<file path="src/bts_pkg.sv">
`default_nettype none
package bts_pkg;

	// configuration register indexes (paddr = 4 * index)
	localparam logic [1:0] REG_PC_STORE_OFFSET = 2'd0;
	localparam logic [1:0] REG_ALIGN_FAULT_EN  = 2'd1;
	localparam logic [1:0] REG_BASE_RESTORED   = 2'd2;

	localparam logic [3:0] PC_STORE_OFFSET_RST = 4'd8;

	// end action codes
	localparam logic [1:0] ACT_NEXT       = 2'd0;
	localparam logic [1:0] ACT_PC_LOAD    = 2'd1;
	localparam logic [1:0] ACT_EXC_RETURN = 2'd2;

	localparam logic [3:0]  PC_REG     = 4'd15;
	localparam logic [31:0] WORD_BYTES = 32'd4;

	// controller -> datapath
	typedef struct packed {
		logic load;      // latch a new instruction
		logic step;      // single result, or one walk step over the list
		logic emit_base; // emit the deferred base register load
	} bts_cmd_t;

	// datapath -> controller
	typedef struct packed {
		logic out_free;  // output register can take a beat
		logic single;    // fault or empty list: one result only
		logic rem_last;  // one register left in the walk
		logic defer;     // base register load goes last
	} bts_status_t;

endpackage
`default_nettype wire

</file>
<file path="src/block_transfer_sequencer.sv">
`default_nettype none
// Load/store-multiple address sequencer.
// Sequence: accept loads the instruction registers, then one walk step per listed register,
// then one deferred beat when a loaded base is deferred (its own walk step emits nothing);
// a fault or empty list gives a single result. A new instruction is taken only when idle.
// A beat that waits on out_ready stalls the walk.
// Reset (arst_n low, async): sequencer idle, output empty, registers at 8 / 1 / 0.
module block_transfer_sequencer (
	input  wire logic        clk,
	input  wire logic        arst_n,
	// APB configuration
	input  wire logic        psel,
	input  wire logic        penable,
	input  wire logic        pwrite,
	input  wire logic [3:0]  paddr,
	input  wire logic [31:0] pwdata,
	output logic [31:0]      prdata,
	output logic             pready,
	// instruction channel
	input  wire logic        in_valid,
	output logic             in_ready,
	input  wire logic [15:0] reg_list,
	input  wire logic [3:0]  base_reg,
	input  wire logic [31:0] base_value,
	input  wire logic        pre_index,
	input  wire logic        up,
	input  wire logic        write_back,
	input  wire logic        is_load,
	input  wire logic        s_bit,
	input  wire logic [31:0] insn_address,
	// access channel
	output logic             out_valid,
	input  wire logic        out_ready,
	output logic             access_valid,
	output logic [31:0]      access_address,
	output logic [3:0]       reg_index,
	output logic             access_is_load,
	output logic             user_bank,
	output logic [31:0]      stored_pc_value,
	output logic             fault,
	output logic             writeback_enable,
	output logic [31:0]      writeback_value,
	output logic [1:0]       end_action,
	output logic             last
);
	import bts_pkg::*;

	// configuration registers
	logic [3:0] pc_store_offset_q;
	logic       align_fault_enable_q;
	logic       base_restored_q;
	logic       cfg_wr;
	logic [1:0] cfg_idx;

	assign pready  = 1'b1;
	assign cfg_wr  = psel && penable && pwrite;
	assign cfg_idx = paddr[3:2];

	always_ff @(posedge clk or negedge arst_n) begin
		if (!arst_n) begin
			pc_store_offset_q    <= PC_STORE_OFFSET_RST;
			align_fault_enable_q <= 1'b1;
			base_restored_q      <= 1'b0;
		end else if (cfg_wr) begin
			case (cfg_idx)
				REG_PC_STORE_OFFSET: pc_store_offset_q    <= pwdata[3:0];
				REG_ALIGN_FAULT_EN:  align_fault_enable_q <= pwdata[0];
				REG_BASE_RESTORED:   base_restored_q      <= pwdata[0];
				default: ;
			endcase
		end
	end

	// register readback
	always_comb begin
		case (cfg_idx)
			REG_PC_STORE_OFFSET: prdata = {28'd0, pc_store_offset_q};
			REG_ALIGN_FAULT_EN:  prdata = {31'd0, align_fault_enable_q};
			REG_BASE_RESTORED:   prdata = {31'd0, base_restored_q};
			default:             prdata = 32'd0;
		endcase
	end

	bts_cmd_t    cmd;
	bts_status_t status;

	bts_ctrl u_ctrl (
		.clk      (clk),
		.arst_n   (arst_n),
		.in_valid (in_valid),
		.status   (status),
		.in_ready (in_ready),
		.cmd      (cmd)
	);

	bts_dp u_dp (
		.clk                    (clk),
		.arst_n                 (arst_n),
		.cmd                    (cmd),
		.status                 (status),
		.pc_store_offset        (pc_store_offset_q),
		.align_fault_enable     (align_fault_enable_q),
		.base_restored_on_abort (base_restored_q),
		.reg_list               (reg_list),
		.base_reg               (base_reg),
		.base_value             (base_value),
		.pre_index              (pre_index),
		.up                     (up),
		.write_back             (write_back),
		.is_load                (is_load),
		.s_bit                  (s_bit),
		.insn_address           (insn_address),
		.out_ready              (out_ready),
		.out_valid              (out_valid),
		.access_valid           (access_valid),
		.access_address         (access_address),
		.reg_index              (reg_index),
		.access_is_load         (access_is_load),
		.user_bank              (user_bank),
		.stored_pc_value        (stored_pc_value),
		.fault                  (fault),
		.writeback_enable       (writeback_enable),
		.writeback_value        (writeback_value),
		.end_action             (end_action),
		.last                   (last)
	);

endmodule
`default_nettype wire

</file>
<file path="src/bts_ctrl.sv">
`default_nettype none
module bts_ctrl (
	input  wire logic               clk,
	input  wire logic               arst_n,
	input  wire logic               in_valid,
	input  wire bts_pkg::bts_status_t status,
	output logic                    in_ready,
	output bts_pkg::bts_cmd_t       cmd
);
	import bts_pkg::*;

	typedef enum logic [1:0] {
		ST_IDLE,
		ST_WALK,
		ST_BASE
	} state_t;

	state_t state_q;

	// commands decoded from state
	always_comb begin
		in_ready      = (state_q == ST_IDLE);
		cmd.load      = (state_q == ST_IDLE) && in_valid;
		cmd.step      = (state_q == ST_WALK) && status.out_free;
		cmd.emit_base = (state_q == ST_BASE) && status.out_free;
	end

	always_ff @(posedge clk or negedge arst_n) begin
		if (!arst_n) begin
			state_q <= ST_IDLE;
		end else begin
			case (state_q)
				ST_IDLE: begin
					if (in_valid) state_q <= ST_WALK;
				end
				ST_WALK: begin
					if (status.out_free && (status.single || status.rem_last)) begin
						state_q <= (status.defer && !status.single) ? ST_BASE : ST_IDLE;
					end
				end
				ST_BASE: begin
					if (status.out_free) state_q <= ST_IDLE;
				end
				default: state_q <= ST_IDLE;
			endcase
		end
	end

endmodule
`default_nettype wire

</file>
<file path="src/bts_dp.sv">
`default_nettype none
module bts_dp (
	input  wire logic               clk,
	input  wire logic               arst_n,
	input  wire bts_pkg::bts_cmd_t  cmd,
	output bts_pkg::bts_status_t    status,
	// configuration
	input  wire logic [3:0]         pc_store_offset,
	input  wire logic               align_fault_enable,
	input  wire logic               base_restored_on_abort,
	// instruction
	input  wire logic [15:0]        reg_list,
	input  wire logic [3:0]         base_reg,
	input  wire logic [31:0]        base_value,
	input  wire logic               pre_index,
	input  wire logic               up,
	input  wire logic               write_back,
	input  wire logic               is_load,
	input  wire logic               s_bit,
	input  wire logic [31:0]        insn_address,
	// result beat
	input  wire logic               out_ready,
	output logic                    out_valid,
	output logic                    access_valid,
	output logic [31:0]             access_address,
	output logic [3:0]              reg_index,
	output logic                    access_is_load,
	output logic                    user_bank,
	output logic [31:0]             stored_pc_value,
	output logic                    fault,
	output logic                    writeback_enable,
	output logic [31:0]             writeback_value,
	output logic [1:0]              end_action,
	output logic                    last
);
	import bts_pkg::*;

	// instruction decode at load
	logic [4:0]  cnt;
	logic [31:0] span, off, start_addr, wbv;
	logic        pc_in, exc_ret, user_mode, rn_in, defer_in, do_wb, misaligned, fault_in;
	logic [1:0]  act_in;

	always_comb begin
		cnt = '0;
		for (int i = 0; i < 16; i++) cnt = cnt + {4'd0, reg_list[i]};
		span      = {25'd0, cnt, 2'b00};
		off       = up ? 32'd0 : (32'd0 - span);
		if (pre_index == up) off = off + WORD_BYTES;
		start_addr = base_value + off;
		wbv       = up ? (base_value + span) : (base_value - span);
		pc_in     = reg_list[PC_REG];
		exc_ret   = s_bit && is_load && pc_in;
		user_mode = s_bit && !exc_ret;
		rn_in     = reg_list[base_reg];
		defer_in  = is_load && rn_in;
		do_wb     = write_back && !defer_in;
		act_in    = (is_load && pc_in) ? (exc_ret ? ACT_EXC_RETURN : ACT_PC_LOAD) : ACT_NEXT;
		misaligned = (start_addr[1:0] != 2'b00);
		fault_in  = misaligned && align_fault_enable;
	end

	// per-instruction registers
	logic [15:0] rem_q;
	logic [3:0]  rn_q;
	logic [31:0] addr_q, rn_addr_q, wbv_q, pc_q;
	logic        wbe_q, load_q, user_q, defer_q, fault_q, single_q;
	logic [1:0]  act_q;

	// walk step: lowest remaining register
	logic [15:0] low_onehot, rem_next;
	logic [3:0]  low_idx;
	logic        skip, walk_last;

	always_comb begin
		low_onehot = rem_q & (~rem_q + 16'd1);
		low_idx    = '0;
		for (int i = 0; i < 16; i++) begin
			if (low_onehot[i]) low_idx = 4'(i);
		end
		rem_next  = rem_q & ~low_onehot;
		skip      = defer_q && (low_idx == rn_q);
		walk_last = (rem_next == 16'd0) && !defer_q;
	end

	always_ff @(posedge clk) begin
		if (cmd.load) begin
			rem_q    <= reg_list;
			rn_q     <= base_reg;
			addr_q   <= fault_in ? start_addr : {start_addr[31:2], 2'b00};
			wbv_q    <= wbv;
			pc_q     <= insn_address;
			wbe_q    <= do_wb && !(fault_in && base_restored_on_abort);
			load_q   <= is_load;
			user_q   <= user_mode;
			defer_q  <= defer_in;
			fault_q  <= fault_in;
			single_q <= fault_in || (reg_list == 16'd0);
			act_q    <= act_in;
		end else if (cmd.step && !single_q) begin
			rem_q  <= rem_next;
			addr_q <= addr_q + WORD_BYTES;
			if (skip) rn_addr_q <= addr_q;
		end
	end

	// output register
	logic out_valid_q;
	logic emit;
	assign emit = cmd.emit_base || (cmd.step && (single_q || !skip));

	always_ff @(posedge clk or negedge arst_n) begin
		if (!arst_n) begin
			out_valid_q <= 1'b0;
		end else if (emit) begin
			out_valid_q <= 1'b1;
		end else if (out_ready) begin
			out_valid_q <= 1'b0;
		end
	end

	always_ff @(posedge clk) begin
		if (emit) begin
			if (cmd.emit_base) begin
				access_valid     <= 1'b1;
				access_address   <= rn_addr_q;
				reg_index        <= rn_q;
				access_is_load   <= 1'b1;
				user_bank        <= user_q;
				stored_pc_value  <= '0;
				fault            <= 1'b0;
				writeback_enable <= wbe_q;
				writeback_value  <= wbv_q;
				end_action       <= act_q;
				last             <= 1'b1;
			end else if (single_q) begin
				// fault or empty list
				access_valid     <= 1'b0;
				access_address   <= fault_q ? addr_q : 32'd0;
				reg_index        <= '0;
				access_is_load   <= fault_q && load_q;
				user_bank        <= 1'b0;
				stored_pc_value  <= '0;
				fault            <= fault_q;
				writeback_enable <= wbe_q;
				writeback_value  <= wbv_q;
				end_action       <= ACT_NEXT;
				last             <= 1'b1;
			end else begin
				access_valid     <= 1'b1;
				access_address   <= addr_q;
				reg_index        <= low_idx;
				access_is_load   <= load_q;
				user_bank        <= user_q;
				stored_pc_value  <= (!load_q && low_idx == PC_REG)
					? pc_q + {28'd0, pc_store_offset} : 32'd0;
				fault            <= 1'b0;
				writeback_enable <= walk_last && wbe_q;
				writeback_value  <= walk_last ? wbv_q : 32'd0;
				end_action       <= walk_last ? act_q : ACT_NEXT;
				last             <= walk_last;
			end
		end
	end

	assign out_valid = out_valid_q;

	always_comb begin
		status.out_free = !out_valid_q || out_ready;
		status.single   = single_q;
		status.rem_last = (rem_next == 16'd0);
		status.defer    = defer_q;
	end

endmodule
`default_nettype wire
</file>
<file path="config.mk">
export PLATFORM = sky130hd
export DESIGN_NAME = block_transfer_sequencer
export DESIGN_NICKNAME = d
export VERILOG_FILES = /design/src/bts_pkg.sv /design/src/block_transfer_sequencer.sv /design/src/bts_ctrl.sv /design/src/bts_dp.sv
export SDC_FILE = /design/constraint.sdc
export NUM_CORES = 1
export LEC_CHECK = 0
export BUFFER_PORTS_ARGS = -buffer_cell sky130_fd_sc_hd__buf_2
export CORE_MARGIN = 3
export CORE_UTILIZATION = 57
export DETAILED_ROUTE_END_ITERATION = 7
export PLACE_DENSITY = 0.84
export SYNTH_ARGS = -nofsm -noshare
export SYNTH_HDL_FRONTEND = slang
export SYNTH_SLANG_ARGS = --single-unit
</file>
<file path="constraint.sdc">
create_clock -name clk -period 9.3 [get_ports clk]
set_input_delay 1.395 -clock clk [delete_from_list [all_inputs] [get_ports clk]]
set_output_delay 1.395 -clock clk [all_outputs]
set_load 0.02 [all_outputs]
</file>
==> results.txt <==
DRT iter0 DRCs = 789
initial antenna violation count = 2
top cells by area, synth = edfxtp_1 (52%), ha_1 (6.4%), nand2_1 (4.6%), xnor2_1 (4.2%), o21ai_0 (3.1%)
max_cap viols = 0
number of global-route vias before repair = 11016
largest stage delay on the critical path = 540 ps
startpoint types = input pin
R2R depth = 10
Hold Path Sink = u_dp.rn_addr_q[0]
RR Endpoint = u_dp.writeback_value[12]
Worst-Margin Slew = 1150 ps
final max-slew violation count = 0
worst vdd ir = 0.000211 V
Root Buffer Master = clkbuf_16
CTS buffer count = 28
setup TNS = 0 ps
Critical Path RT = 9580 ps
period utilization = 92.0%
post-synth top area share = 51.6%
Nets = 1838
slew margin rel. = 22.9%
FF-to-FF setup slack = 5590 ps
router iterations before antenna repair = 5
Ys Warns = 0
final setup vio count = 0
FF+latch area = 0.00816 mm²
first-pass GRT wire length = 55300 µm
post-synthesis sequential area ratio = 53.0%
Crit. End Element = flop
grt ovf = 0
hold path startpoint = u_dp.addr_q[0]
Top FF cell, synth = edfxtp_1
Final Critical Period = 8560 ps
Yosys reg bits = 273
Die ar. = 0.0290 mm²
RSZ-0062 raised after global routing = no
number of I/O port buffers = 215
Pleak = 0.00721 µW
Netlist Area Pre-Place = 0.0154 mm²
clock latency on the worst-skew pair = 550 ps
Final Hold Vio Count = 0
Vias/cell = 5.72
Finished Cell Area = 0.0176 mm²
run status = finished clean
footprint of the multi-input gates = 0.00678 mm²
area leader, netlist = edfxtp_1
synth unique cells = 71
crit-path max FO = 6
Setup CP Type = in2reg
layout cells sized above 1 = 18.7%
async set-reset flop share out of synthesis = 3.30%
Hold WC Path Type = reg2reg
placed cell areas = 0.0167 mm²
pwr dens = 339 mW/mm²
Routed Antenna Nets = 0
hold buffer count at cts = 0
Post-synth EDFFs = 264
CTS tree = done
Syn Area/Cell = 11.1 µm²
synthesized instance count = 1390
GPL Wtd Cong = 0.927
pin count of the biggest net entering global routing = 71
IO Count = 275
DR vias = 11270
DP Wirelength = 25500 µm
FP Rows = 59
drc violations = 0
post-CTS setup buffers = 0
post_cts resized = 0
clock skew = 19.2 ps
WL final = 35200 µm
clock-pin slew on the worst setup and hold paths = 60 ps
Fillers = 1973
slowest CP cell = fa_1
die width = 170 µm
Initial Utilization = 58.5%
clk sinks = 273
H-tree levels = 1
reg2reg start = u_dp.rem_q[0]
GRT Util Overall = 23.6%
max frequency = 0.117 GHz
die height = 170 µm
drt wl/cell = 17.9 µm
CP Data Arrival Time = 8840 ps
P&R area growth vs syn = 14.6%
CTS max path bufs = 3
Worst Hold Depth = 0
core area = 0.0263 mm²
per-layer routing:
metal | vias to the layer above | GRT usage [%] | wire, µm
met3 | 87 | 3.69 | 2520
li1 | 5430 | - | -
met4 | 0 | 7.83 | 1060
met5 | - | 0 | 0
met1 | 5313 | 32.6 | 14900
met2 | 440 | 38.6 | 16700
cell usage after synthesis, drive strengths merged, types with 5 or more instances:
| cell type | number |
|---|---|
| xnor2 | 74 |
| mux2 | 6 |
| and3 | 20 |
| xor2 | 53 |
| o21ai | 100 |
| ha | 79 |
| edfxtp | 264 |
| a21o | 29 |
| o211ai | 8 |
| nor2b | 11 |
| nand4 | 16 |
| nand3 | 49 |
| o21bai | 11 |
| o31ai | 6 |
| and2 | 40 |
| mux4 | 5 |
| inv | 52 |
| clkbuf | 28 |
| buf | 34 |
| a21oi | 60 |
| and4 | 6 |
| nand2b | 14 |
| nor4 | 8 |
| a211oi | 9 |
| nor3 | 19 |
| nor2 | 100 |
| o21a | 6 |
| or3 | 5 |
| a31oi | 8 |
| fa | 13 |
| nand2 | 189 |
| dfrtp | 7 |
registers in the layout, indices dropped and copies added, names as in the netlist, 16 cells and up:
| signal | flops |
|---|---|
| u_dp.pc_q | 32 |
| u_dp.writeback_value | 32 |
| u_dp.wbv_q | 32 |
| u_dp.addr_q | 32 |
| u_dp.rem_q | 16 |
| u_dp.access_address | 32 |
| u_dp.rn_addr_q | 32 |
| u_dp.stored_pc_value | 32 |
cell usage in the layout (no fill, tap or decap), types with 8 or more instances in the layout:
cell and instances:
edfxtp_1 264, buf_2 215, nand2_1 188, nor2_1 97, o21ai_0 94, ha_1 79
xnor2_1 74, a21oi_1 59, xor2_1 53, inv_1 52, nand3_1 49, and2_1 40
a21o_1 29, conb_1 29, clkbuf_16 28, and3_1 20, nor3_1 19, nand4_1 16
buf_4 14, nand2b_1 13, fa_1 13, nor2b_1 11, o21bai_1 11, a211oi_1 9
a31oi_1 8, o211ai_1 8
final cells by class:
cell class	instances	share of cell area [%]
multi-input cells	1029	38.5
flip-flops and latches	273	46.3
inverters	53	1.14
diodes	2	0.0284
repair buffers	229	6.71
well taps	335	2.38
clock inverters	15	0.810
clock buffers	33	4.14
worst max-delay path by stage:
stage / endpoint / slack [ps] / depth (start not counted) / from
after global placement: u_dp.addr_q[31] / 350 / 30 / reg_list[0]
after CTS: u_dp.addr_q[31] / 800 / 30 / reg_list[0]
after floorplan: u_dp.addr_q[31] / 800 / 30 / reg_list[0]
after global routing: u_dp.addr_q[31] / 210 / 32 / reg_list[0]
final: u_dp.addr_q[28] / 740 / 31 / reg_list[0]
after detailed placement: u_dp.addr_q[31] / 270 / 30 / reg_list[0]
where the power goes:
group | switching (µW) | internal [µW] | leakage [µW] | total, µW
sequential | 254 | 1990 | 0.00264 | 2240
clock | 456 | 613 | 0.000430 | 1070
combinational | 1660 | 1000 | 0.00414 | 2660
total | 2370 | 3610 | 0.00721 | 5980
kinds of logic after synthesis:
group,after synthesis,synth area share (%)
buffers and inverters,115,3.71
multiplexers,15,1.43
XOR/XNOR,127,7.23
flip-flops,273,53.0
other,2,0.0488
AO/OA/AOI/OAI,274,11.2
adder cells (fa/ha/maj),95,8.33
AND/OR/NAND/NOR,489,15.0
through the flow:
step / setup WS, ps / total power (µW) / hold WS, ps / std cells / utilization, %
2_1_floorplan: 804 / 4190 / 426 / 1417 / -
4_1_cts: 798 / 5990 / 451 / 1967 / 67.0
3_3_place_gp: 348 / 4800 / 432 / 1919 / 63.7
5_1_grt: 213 / 6370 / 456 / 1969 / 67.0
3_5_place_dp: 270 / 4880 / 438 / 1919 / 63.7
6_report: 743 / 5980 / 455 / 1969 / 67.0
critical path: cells and delay by family:
family                   cells  cell delay [ps]
AO/OA/AOI/OAI                8             1940
XOR/XNOR                     2              320
adder cells (fa/ha/maj)      9             3640
buffers and inverters        7              490
AND/OR/NAND/NOR              5             1030
Note: power is estimated with default switching activity, not from simulation.
